**src/hw/rtl/record_varint_encoder_top_assert.svh**
```systemverilog
// ----------------------------------------------------------------------------
// Record varint encoder assertion macros
// Shared concurrent assertion forms, clocked on aclk, off during reset.
// ----------------------------------------------------------------------------
`ifndef RECORD_VARINT_ENCODER_TOP_ASSERT_SVH
`define RECORD_VARINT_ENCODER_TOP_ASSERT_SVH

// Condition that holds on every cycle out of reset.
`define RVE_ASSERT(lbl, expr, msg) \
    lbl: assert property (@(posedge aclk) disable iff (!aresetn) (expr)) else $error(msg);

// Same-cycle implication.
`define RVE_ASSERT_IMP(lbl, ante, cons, msg) \
    lbl: assert property (@(posedge aclk) disable iff (!aresetn) (ante) |-> (cons)) \
        else $error(msg);

// Next-cycle implication.
`define RVE_ASSERT_NXT(lbl, ante, cons, msg) \
    lbl: assert property (@(posedge aclk) disable iff (!aresetn) (ante) |=> (cons)) \
        else $error(msg);

`endif

```
**src/hw/rtl/rve_pkg.sv**
```systemverilog
// ----------------------------------------------------------------------------
// Record varint encoder package
// Shared constants, command/status types and varint helpers.
// ----------------------------------------------------------------------------
package rve_pkg;

    localparam logic [23:0] MAX_VALUE_BYTES = 24'hFF_FFFF;

    localparam logic OP_HEADER  = 1'b0;
    localparam logic OP_PAYLOAD = 1'b1;

    // Output byte source select
    localparam logic [1:0] SEL_CUR  = 2'd0;
    localparam logic [1:0] SEL_ZERO = 2'd1;
    localparam logic [1:0] SEL_PAY  = 2'd2;
    localparam logic [1:0] SEL_ERR  = 2'd3;

    typedef struct packed {
        logic       out_load;
        logic [1:0] out_sel;
        logic       out_end;
        logic       out_last;
        logic       hdr_load;
        logic       pay_take;
        logic       cur_shift;
        logic       cur_load_off;
        logic       cur_load_len;
    } rve_cmd_t;

    typedef struct packed {
        logic adv;
        logic rec_open;
        logic rem_zero;
        logic rem_one;
        logic cur_fits;
        logic vlen_bad;
    } rve_sts_t;

    // Number of 7-bit groups a varint of v needs (1 to 5).
    function automatic logic [2:0] varint_len(input logic [31:0] v);
        logic [2:0] n;
        if (v[31:28] != 4'd0) begin
            n = 3'd5;
        end else if (v[27:21] != 7'd0) begin
            n = 3'd4;
        end else if (v[20:14] != 7'd0) begin
            n = 3'd3;
        end else if (v[13:7] != 7'd0) begin
            n = 3'd2;
        end else begin
            n = 3'd1;
        end
        return n;
    endfunction

endpackage

```
**src/hw/rtl/rve_ctrl.sv**
```systemverilog
// ----------------------------------------------------------------------------
// Record varint encoder controller
// Sequences the record fields and issues commands to the datapath.
// ----------------------------------------------------------------------------
`include "record_varint_encoder_top_assert.svh"

module rve_ctrl
    import rve_pkg::*;
(
    input  logic     aclk,
    input  logic     aresetn,
    input  logic     s_tvalid,
    input  logic     s_tuser,
    output logic     s_tready,
    input  rve_sts_t sts,
    output rve_cmd_t cmd
);

    localparam logic [2:0] ST_IDLE = 3'd0;
    localparam logic [2:0] ST_BODY = 3'd1;
    localparam logic [2:0] ST_ATTR = 3'd2;
    localparam logic [2:0] ST_TS   = 3'd3;
    localparam logic [2:0] ST_OFF  = 3'd4;
    localparam logic [2:0] ST_KEY  = 3'd5;
    localparam logic [2:0] ST_LEN  = 3'd6;
    localparam logic [2:0] ST_HCNT = 3'd7;

    logic [2:0] state_reg;
    logic [2:0] state_next;
    logic       len_empty_done;

    assign s_tready = (state_reg == ST_IDLE) && sts.adv;

    assign len_empty_done = (state_reg == ST_LEN) && sts.adv && sts.cur_fits && !sts.rec_open;

    always_comb begin
        cmd        = '0;
        state_next = state_reg;
        unique case (state_reg)
            ST_IDLE: begin
                if (s_tvalid && sts.adv) begin
                    if (s_tuser == OP_HEADER) begin
                        if (sts.rec_open || sts.vlen_bad) begin
                            cmd.out_load = 1'b1;
                            cmd.out_sel  = SEL_ERR;
                            cmd.out_last = 1'b1;
                        end else begin
                            cmd.hdr_load = 1'b1;
                            state_next   = ST_BODY;
                        end
                    end else begin
                        if (!sts.rec_open || sts.rem_zero) begin
                            cmd.out_load = 1'b1;
                            cmd.out_sel  = SEL_ERR;
                            cmd.out_last = 1'b1;
                        end else begin
                            cmd.pay_take = 1'b1;
                            cmd.out_load = 1'b1;
                            cmd.out_sel  = SEL_PAY;
                            cmd.out_last = !sts.rem_one;
                            if (sts.rem_one) begin
                                state_next = ST_HCNT;
                            end
                        end
                    end
                end
            end
            ST_BODY, ST_OFF: begin
                if (sts.adv) begin
                    cmd.out_load  = 1'b1;
                    cmd.out_sel   = SEL_CUR;
                    cmd.cur_shift = 1'b1;
                    if (sts.cur_fits) begin
                        state_next = (state_reg == ST_BODY) ? ST_ATTR : ST_KEY;
                    end
                end
            end
            ST_ATTR: begin
                if (sts.adv) begin
                    cmd.out_load = 1'b1;
                    cmd.out_sel  = SEL_ZERO;
                    state_next   = ST_TS;
                end
            end
            ST_TS: begin
                if (sts.adv) begin
                    cmd.out_load     = 1'b1;
                    cmd.out_sel      = SEL_ZERO;
                    cmd.cur_load_off = 1'b1;
                    state_next       = ST_OFF;
                end
            end
            ST_KEY: begin
                if (sts.adv) begin
                    cmd.out_load     = 1'b1;
                    cmd.out_sel      = SEL_ZERO;
                    cmd.cur_load_len = 1'b1;
                    state_next       = ST_LEN;
                end
            end
            ST_LEN: begin
                if (sts.adv) begin
                    cmd.out_load  = 1'b1;
                    cmd.out_sel   = SEL_CUR;
                    cmd.cur_shift = 1'b1;
                    if (sts.cur_fits) begin
                        // an empty value closes the record with the header count
                        cmd.out_last = sts.rec_open;
                        state_next   = sts.rec_open ? ST_IDLE : ST_HCNT;
                    end
                end
            end
            ST_HCNT: begin
                if (sts.adv) begin
                    cmd.out_load = 1'b1;
                    cmd.out_sel  = SEL_ZERO;
                    cmd.out_end  = 1'b1;
                    cmd.out_last = 1'b1;
                    state_next   = ST_IDLE;
                end
            end
            default: begin
                state_next = ST_IDLE;
            end
        endcase
    end

    always_ff @(posedge aclk) begin
        if (!aresetn) begin
            state_reg <= ST_IDLE;
        end else begin
            state_reg <= state_next;
        end
    end

    `RVE_ASSERT_IMP(a_busy_emits, (state_reg != ST_IDLE) && sts.adv, cmd.out_load, "busy stall")
    `RVE_ASSERT_NXT(a_empty_value_hcnt, len_empty_done, state_reg == ST_HCNT, "no header count")
    `RVE_ASSERT_IMP(a_ready_idle, s_tready, state_reg == ST_IDLE, "input ready outside idle")

endmodule

```
**src/hw/rtl/rve_dp.sv**
```systemverilog
// ----------------------------------------------------------------------------
// Record varint encoder datapath
// Zigzag and length arithmetic, varint shifter, record counters, output beat.
// ----------------------------------------------------------------------------
`include "record_varint_encoder_top_assert.svh"

module rve_dp
    import rve_pkg::*;
(
    input  logic        aclk,
    input  logic        aresetn,
    input  logic [63:0] s_tdata,
    input  rve_cmd_t    cmd,
    output rve_sts_t    sts,
    output logic        m_tvalid,
    input  logic        m_tready,
    output logic [7:0]  m_tdata,
    output logic        m_tlast,
    output logic [1:0]  m_tuser
);

    logic [31:0] hdr_off;
    logic [23:0] hdr_len;
    logic [7:0]  payload_byte;

    logic [31:0] zoff;
    logic [24:0] zlen;
    logic [24:0] body;

    logic [31:0] cur_reg;
    logic [31:0] cur_next;
    logic [31:0] off_reg;
    logic [24:0] len_reg;
    logic [23:0] rem_reg;
    logic [23:0] rem_next;
    logic        open_reg;
    logic        open_next;

    logic        m_tvalid_reg;
    logic [7:0]  out_byte_reg;
    logic        out_end_reg;
    logic        out_last_reg;
    logic        out_err_reg;
    logic [7:0]  byte_sel;
    logic        err_beat_ok;

    assign hdr_off      = s_tdata[31:0];
    assign hdr_len      = s_tdata[55:32];
    assign payload_byte = s_tdata[63:56];

    assign zoff = {hdr_off[30:0], 1'b0} ^ {32{hdr_off[31]}};
    assign zlen = {hdr_len, 1'b0};
    assign body = 25'd4 + {22'd0, varint_len(zoff)} + {22'd0, varint_len({7'd0, zlen})}
                + {1'b0, hdr_len};

    assign sts.adv      = !m_tvalid_reg || m_tready;
    assign sts.rec_open = open_reg;
    assign sts.rem_zero = (rem_reg == 24'd0);
    assign sts.rem_one  = (rem_reg == 24'd1);
    assign sts.cur_fits = (cur_reg[31:7] == 25'd0);
    assign sts.vlen_bad = (hdr_len > MAX_VALUE_BYTES);

    always_comb begin
        cur_next = cur_reg;
        if (cmd.hdr_load) begin
            cur_next = {5'd0, body, 2'b0} >> 1;
        end else if (cmd.cur_load_off) begin
            cur_next = off_reg;
        end else if (cmd.cur_load_len) begin
            cur_next = {7'd0, len_reg};
        end else if (cmd.cur_shift) begin
            cur_next = {7'd0, cur_reg[31:7]};
        end
    end

    always_comb begin
        rem_next  = rem_reg;
        open_next = open_reg;
        if (cmd.hdr_load) begin
            rem_next  = hdr_len;
            open_next = (hdr_len != 24'd0);
        end else if (cmd.pay_take) begin
            rem_next = rem_reg - 24'd1;
            if (rem_reg == 24'd1) begin
                open_next = 1'b0;
            end
        end
    end

    always_comb begin
        case (cmd.out_sel)
            SEL_CUR:  byte_sel = {!sts.cur_fits, cur_reg[6:0]};
            SEL_PAY:  byte_sel = payload_byte;
            default:  byte_sel = 8'd0;
        endcase
    end

    always_ff @(posedge aclk) begin
        cur_reg <= cur_next;
        if (cmd.hdr_load) begin
            off_reg <= zoff;
            len_reg <= zlen;
        end
        if (cmd.out_load) begin
            out_byte_reg <= byte_sel;
            out_end_reg  <= cmd.out_end;
            out_last_reg <= cmd.out_last;
            out_err_reg  <= (cmd.out_sel == SEL_ERR);
        end
    end

    always_ff @(posedge aclk) begin
        if (!aresetn) begin
            rem_reg      <= 24'd0;
            open_reg     <= 1'b0;
            m_tvalid_reg <= 1'b0;
        end else begin
            rem_reg  <= rem_next;
            open_reg <= open_next;
            if (cmd.out_load) begin
                m_tvalid_reg <= 1'b1;
            end else if (m_tready) begin
                m_tvalid_reg <= 1'b0;
            end
        end
    end

    assign m_tvalid = m_tvalid_reg;
    assign m_tdata  = out_byte_reg;
    assign m_tlast  = out_end_reg;
    assign m_tuser  = {out_err_reg, out_last_reg};

    assign err_beat_ok = (out_byte_reg == 8'd0) && !out_end_reg && out_last_reg;

    `RVE_ASSERT(a_open_matches_count, open_reg == (rem_reg != 24'd0), "open flag vs byte count")
    `RVE_ASSERT_IMP(a_err_beat_shape, m_tvalid && out_err_reg, err_beat_ok, "malformed error beat")
    `RVE_ASSERT_IMP(a_end_is_last, m_tvalid && m_tlast, m_tuser[0], "record end without item end")

endmodule

```
**src/hw/rtl/record_varint_encoder_top.sv**
```systemverilog
// ----------------------------------------------------------------------------
// Record varint encoder, top level
// Serializes log records as zigzag varint byte streams.
// ----------------------------------------------------------------------------
// A header beat (s_tuser 0) produces the body length varint, attributes 0x00,
// timestamp delta 0x00, the offset varint, key length 0x00 and the value
// length varint: 6 to 16 bytes, one per cycle unless the output stalls,
// through a single output register after the header is latched, plus the
// closing header count byte when the value is empty.
// Value beats (s_tuser 1) stream one per cycle unless the output stalls;
// the last value beat is followed by the closing 0x00 with m_tlast before the
// next beat is taken. An out-of-order beat is dropped and answered with one
// beat of 0x00 with m_tuser[1] set. Output stalls back-pressure the input.
module record_varint_encoder_top
    import rve_pkg::*;
(
    input  logic        aclk,
    input  logic        aresetn,
    input  logic        s_tvalid,
    output logic        s_tready,
    input  logic [63:0] s_tdata,   // offset[31:0], length[55:32], payload[63:56]
    input  logic        s_tuser,   // operation
    output logic        m_tvalid,
    input  logic        m_tready,
    output logic [7:0]  m_tdata,   // out_byte[7:0]
    output logic        m_tlast,   // record_end
    output logic [1:0]  m_tuser    // last_of_item[0], order_error[1]
);

    rve_cmd_t cmd;
    rve_sts_t sts;

    rve_ctrl u_ctrl (
        .aclk     (aclk),
        .aresetn  (aresetn),
        .s_tvalid (s_tvalid),
        .s_tuser  (s_tuser),
        .s_tready (s_tready),
        .sts      (sts),
        .cmd      (cmd)
    );

    rve_dp u_dp (
        .aclk     (aclk),
        .aresetn  (aresetn),
        .s_tdata  (s_tdata),
        .cmd      (cmd),
        .sts      (sts),
        .m_tvalid (m_tvalid),
        .m_tready (m_tready),
        .m_tdata  (m_tdata),
        .m_tlast  (m_tlast),
        .m_tuser  (m_tuser)
    );

endmodule
```
**config.mk**
```make
export PLATFORM = sky130hd
export DESIGN_NAME = record_varint_encoder_top
export DESIGN_NICKNAME = d
export VERILOG_FILES = /design/src/hw/rtl/rve_pkg.sv /design/src/hw/rtl/rve_ctrl.sv /design/src/hw/rtl/rve_dp.sv /design/src/hw/rtl/record_varint_encoder_top.sv
export VERILOG_INCLUDE_DIRS = /design/src /design/src/hw/rtl
export SDC_FILE = /design/constraint.sdc
export NUM_CORES = 1
export LEC_CHECK = 0
export ABC_AREA = 1
export ABC_CLOCK_PERIOD_IN_PS = 4950
export BUFFER_PORTS_ARGS = -buffer_cell sky130_fd_sc_hd__buf_2
export CAP_MARGIN = 20
export CORE_ASPECT_RATIO = 0.75
export CORE_MARGIN = 2
export CORE_UTILIZATION = 59
export CTS_CLUSTER_SIZE = 30
export DETAILED_ROUTE_END_ITERATION = 8
export HOLD_SLACK_MARGIN = 0.06
export PLACE_DENSITY = 0.86
export SLEW_MARGIN = 5
export SYNTH_ARGS = -nofsm -noshare
export SYNTH_HDL_FRONTEND = slang
export SYNTH_SLANG_ARGS = --single-unit
```
**constraint.sdc**
```tcl
create_clock -name aclk -period 4.95 [get_ports aclk]
set_input_delay 0.2475 -clock aclk [delete_from_list [all_inputs] [get_ports aclk]]
set_output_delay 0.2475 -clock aclk [all_outputs]
set_load 0.01 [all_outputs]
```
==> results of run 1 <==
power groups by stage:
stage / Clock (mW) / Sequential, mW / Combinational, mW
finish: 1.21 / 1.77 / 2.03
floorplan: 0 / 1.74 / 1.49
global placement: 0 / 1.77 / 1.91
CTS: 1.21 / 1.76 / 1.99
detailed placement: 0 / 1.77 / 1.96
global route: 1.26 / 1.80 / 2.29
worst max-delay path, stage by stage:
cell      delay, ns
buf_2          0.51
xor2_1         0.18
nor4_1         0.30
nand2_1        0.10
nor2_1         0.29
nor2_1         0.11
fa_1           0.52
ha_1           0.18
inv_1          0.06
fa_1           0.38
nand3b_1       0.17
nand2_1        0.19
nand3_1        0.15
nor2_1         0.35
nand3_1        0.16
nand2_1        0.09
o211ai_1       0.09
layout by cell type, fill, tap and decap left out, types with 2 or more instances in the layout:
master / instances
nand2_4: 3
inv_6: 2
clkbuf_8: 2
nand4_1: 21
a21oi_1: 30
o21ai_1: 9
nand3_1: 70
a31oi_1: 4
nor4_1: 10
nor2_4: 2
o22ai_1: 5
inv_1: 70
nand3b_1: 4
dlygate4sd3_1: 3
buf_4: 10
fa_1: 4
xnor2_1: 8
dfxtp_1: 36
nor2_2: 2
nor2_1: 142
clkbuf_16: 17
clkinv_2: 4
o21ai_0: 48
or2_2: 7
nor3_1: 8
nand2_1: 240
edfxtp_1: 92
clkinv_4: 2
ha_1: 8
nor2_8: 2
clkinvlp_4: 4
nand2_2: 2
buf_2: 81
inv_2: 3
o211ai_1: 17
xor2_1: 34
cells by family after synthesis:
family          Yosys count  synth area share (%)
compound gates          121                  9.41
xor+xnor                 42                  4.92
flops                   128                  46.6
fa+ha+maj                12                  2.41
buf+inv                 111                  6.38
simple gates            517                  30.2
stage by stage:
| stage | setup WS [ns] | power [mW] | hold slack [ns] |
|---|---|---|---|
| finish | 1.03 | 5.02 | 0.0725 |
| global placement | 0.806 | 3.68 | 0.433 |
| global route | 0.717 | 5.34 | 0.0622 |
| CTS | 1.09 | 4.96 | 0.0652 |
| floorplan | 1.39 | 3.23 | 0.346 |
| detailed placement | 0.665 | 3.73 | 0.438 |
routing by layer:
layer | track usage [%] | vias up
met1 | 44.2 | 3159
met2 | 48.4 | 454
li1 | - | 3278
met4 | 10.2 | 0
met3 | 8.31 | 61
met5 | 0 | -
area by class of cell:
cell class	count	area share [%]
Inverter	75	3.33
Multi-Input combinational cell	692	41.0
Sequential cell	128	40.7
Clock buffer	20	5.33
Timing Repair Buffer	94	5.96
Tap cell	166	2.43
Clock inverter	12	1.29
worst paths after layout:
path         depth (start not counted)               end
min reg2reg                          2  u_dp.cur_reg[27]
max                                 17  u_dp.cur_reg[24]
max reg2reg                          8  u_dp.cur_reg[22]
min                                  1  u_dp.len_reg[16]
==> impl_metrics.yaml, run 1 <==
setup_path:
  arrival_ns: 4.08
  worst-path-max-fanout: 24
  r2r_slack_ns: 1.80
  required_ns: 5.10
  cp-start-kind: "primary input"
  crit_start: "s_tdata[31]"
  path_class: "in2reg"
  r2r-start: "u_ctrl.state_reg[2]"
  cp-end-kind: "flip-flop"
placement:
  dp_cells: 1152
  port_buffers: 81
  place.gp.congestion: 1.02
  dp_hpwl_um: 14400
  place_area_um2: 7970
timing:
  fin_skew_ns: 0.00771
  setup_violations: 0
  rsz0062_at_grt: "no"
  drv_slew: 0
  fmaxAchievable_mhz: 255
  fin_crit_sh_pct: 79.3
  setup_tns_ns: 0
  final-hold-violation-count: 0
  worst_pin_slew_ns: 0.993
  fin_crit_ns: 3.92
  slew-limit-headroom_pct: 33.7
routing:
  drt-initial-drc-count: 1120
  antenna_left: 0
  vias: 6952
  dr.pass1.iters: 8
  route.top_layer_used: "met4"
  detail_route.wl_per_cell_um: 17.4
  wl_met3_um: 2560
  viasPerCell: 5.86
  route.detailed.drc: 0
  wl_met2_um: 8960
  met1_length_um: 8570
  wirelength_um: 20600
final_layout:
  regArea_um2: 3480
  finalNonFillerCells: 1187
  fillers: 945
  finalInstanceArea_um2: 8560
  final_util_pct: 69.6
  multi_input_area_um2: 3510
  areaGrowthSynthToFinish_pct: 14.6
  finalNetCount: 1089
  diodes: 0
  drive_above_1_share_pct: 14.6
power:
  p_switching_mw: 2.04
  p_comb_share_pct: 40.5
  p_leak_nw: 3.64
  seqPwrFrac_pct: 35.3
  switching_share_pct: 40.6
  p_int_mw: 2.98
  peakVddDrop_mv: 0.343
  pwr-share-clk_pct: 24.2
  power_density_nw_per_um2: 586
synth:
  synth_most_common_cell: "nand2_1"
  synth_edf_count: 92
  synthTopCellsByCount: "nand2_1 (240), nor2_1 (142), edfxtp_1 (92)"
  ys.flop_type: "edfxtp_1"
  synthDominantCellAreaShare_pct: 37.0
  yosys.area.top_type: "edfxtp_1"
  synthCells: 931
  yosysWarnings: 0
  netlist_top_cells_area: "edfxtp_1 (37%), nand2_1 (12%), dfxtp_1 (9.6%)"
  synth_nets: 1012
  synth_area_um2: 7470
  synthArstFlopShare_pct: 0
  ys_ff_latch: 128
  syn_area_per_cell_um2: 8.02
  ys_seq_area_share_pct: 46.6
  ys_types: 45
cts:
  cts.path.max_buffers: 2
  ctsHoldBuffers: 2
  cts-resized-gates: 0
  cts_inserted_buffers: 17
  cts_setup_buffers: 0
  worst_skew_pair.late_latency_ns: 0.42
  clockRootBuffer: "clkbuf_16"
  cts.sinks: 128
  cts_tree: "built"
  clk_pin_slew_ns: 0.06
  cts_max_level: 4
global_route:
  grt-ovfl-total: 0
  grt_pass1_vias: 6289
  antenna_found_initial: 0
  grtUsageTotal_pct: 31.6
  grt_max_degree: 63
  grt_pass1_wl_um: 32700
floorplanning:
  dieWidth_um: 134
  ios: 82
  rows: 35
  dieArea_um2: 13600
  die_h_um: 101
  start_util_pct: 60.7
  core-area_um2: 12300
worst_hold_path:
  hp-start: "s_tdata[47]"
  min_path_type: "in2reg"
run:
  drv_cap: 0
status:
  run_status: "finished, final reports clean"
No activity file was read; power rests on OpenSTA's default activity.
==> inputs of run 2 (changes only) <==
Settings changed: ABC_CLOCK_PERIOD_IN_PS 4950 to 3670.
Clock period 4.95 ns to 3.67 ns, I/O delays scaled along.
==> impl_metrics.yaml, run 2 (same netlist as run 1, synthesis figures left out) <==
cts:
  clockRootBuffer: "clkbuf_16"
  cts_inserted_buffers: 17
  cts_setup_buffers: 0
  cts.path.max_buffers: 2
  clk_pin_slew_ns: 0.05
  cts_max_level: 4
  worst_skew_pair.late_latency_ns: 0.42
  cts_tree: "built"
  cts.sinks: 128
floorplanning:
  rows: 35
  ios: 82
  core-area_um2: 12300
  dieWidth_um: 134
  die_h_um: 101
  start_util_pct: 60.7
  dieArea_um2: 13600
run:
  drv_cap: 0
global_route:
  grtUsageTotal_pct: 32.0
  grt-ovfl-total: 0
  grt_max_degree: 62
  antenna_found_initial: 0
  grt_pass1_vias: 6321
  grt_pass1_wl_um: 32800
routing:
  route.detailed.drc: 0
  detail_route.wl_per_cell_um: 17.2
  drt-initial-drc-count: 1047
  antenna_left: 0
  vias: 7023
  viasPerCell: 5.79
  wirelength_um: 20800
  dr.pass1.iters: 6
setup_path:
  cp-start-kind: "primary input"
  worst-path-max-fanout: 5
  reg2reg_to: "u_dp.cur_reg[24]"
  ff2ff_path_depth: 10
  path_class: "in2reg"
  arrival_ns: 3.67
  required_ns: 3.80
  cp-end-kind: "flip-flop"
  crit_start: "s_tdata[40]"
  r2r-start: "u_dp.m_tvalid"
  r2r_slack_ns: 0.91
timing:
  fin_crit_sh_pct: 96.4
  rsz0062_at_grt: "no"
  final-hold-violation-count: 0
  worst_pin_slew_ns: 1.00
  fin_skew_ns: 0.00864
  fin_crit_ns: 3.54
  fmaxAchievable_mhz: 283
  setup_violations: 0
  slew-limit-headroom_pct: 32.9
  drv_slew: 0
  setup_tns_ns: 0
  setup_slack_ns: 0.133
power:
  p_comb_share_pct: 40.8
  p_leak_nw: 3.77
  seqPwrFrac_pct: 35.1
  power_density_nw_per_um2: 773
  pwr-share-clk_pct: 24.1
  peakVddDrop_mv: 0.421
  p_int_mw: 4.09
  switching_share_pct: 39.9
  p_switching_mw: 2.72
final_layout:
  diodes: 0
  areaGrowthSynthToFinish_pct: 18.1
  finalInstanceArea_um2: 8820
  finalNetCount: 1114
  final_cell_mix: "nand2_1 (240), nor2_1 (141), edfxtp_1 (92)"
  drive_above_1_share_pct: 15.2
  mostFrequentLayoutCell: "nand2_1"
placement:
  dp_hpwl_um: 14600
  place.gp.congestion: 1.04
  pre_cts_ws_ns: -0.300
  port_buffers: 81
  place_area_um2: 8040
worst_hold_path:
  hold_end: "u_dp.off_reg[3]"
  min_path_type: "in2reg"
  hold_path_depth: 2
  hp-start: "s_tdata[2]"
status:
  run_status: "finished, final reports clean"
[run 2: changes by cell type in the layout (fill, tap and decap cells not counted), moves of 2 or more]
cell           before  now
clkinvlp_4          4    0
clkinv_2            4    6
clkbuf_1            1    3
dlygate4sd3_1       3   18
inv_6               2    0
clkbuf_8            2    0
buf_4              10   19
clkbuf_16          17   19
[run 2: worst max-delay path by stage]
stage                                   to  cells after the start
after CTS                 u_dp.cur_reg[24]                     18
after global placement    u_dp.cur_reg[24]                     18
after floorplan           u_dp.cur_reg[24]                     19
after global routing      u_dp.cur_reg[24]                     18
after detailed placement  u_dp.cur_reg[24]                     18
final                     u_dp.cur_reg[24]                     18
[run 2: layer usage]
layer  vias to the layer above  global-route usage (%)  part of all wire (%)
met3                        56                    7.61                    12
met1                      3170                    44.4                    42
li1                       3326                       -                     -
met2                       471                    48.4                    43
met5                         -                       0                     0
met4                         0                    14.0                   2.9
[run 2: power by group through the flow]
stage | combinational (mW) | sequential [mW] | clock (mW)
2_1_floorplan | 2.01 | 2.34 | 0
3_3_place_gp | 2.60 | 2.39 | 0
3_5_place_dp | 2.66 | 2.40 | 0
4_1_cts | 2.71 | 2.38 | 1.64
5_1_grt | 3.13 | 2.43 | 1.71
6_report | 2.78 | 2.39 | 1.64
[run 2: repair_timing]
action / in CTS / in global routing
hold endpoints to repair: 18 / 0
endpoints found under the setup margin: 0 / 12
hold buffers: 18 / 0
resized for setup: 0 / 5
[run 2: cell type report]
type / count / area [µm²]
multi-input cells: 692 / 3530
fillers: 964 / 3480
flip-flops and latches: 128 / 3480
repair buffers: 119 / 746
clock buffers: 22 / 487
inverters: 75 / 285
well taps: 166 / 208
clock inverters: 10 / 82.6
[run 2: stage by stage]
stage,total power [mW],hold slack [ns],std cells,utilization (%)
finish,6.81,0.0707,1212,71.7
CTS,6.72,0.0650,1211,71.4
global placement,4.99,0.413,1161,65.3
global route,7.27,0.0737,1212,71.7
detailed placement,5.06,0.416,1161,65.3
floorplan,4.36,0.282,931,-
[run 2: worst max-delay path, stage by stage]
cell and delay [ns]:
dlygate4sd3_1 0.53, buf_2 0.16, inv_1 0.15, nand3_1 0.10, nor4_1 0.25, buf_4 0.20
a21oi_1 0.10, fa_1 0.51, ha_1 0.18, inv_1 0.06, fa_1 0.38, nand3b_1 0.17
nand2_1 0.09, nand3_1 0.14, nor2_4 0.18, nand3_1 0.11, nand2_1 0.08, o211ai_1 0.09
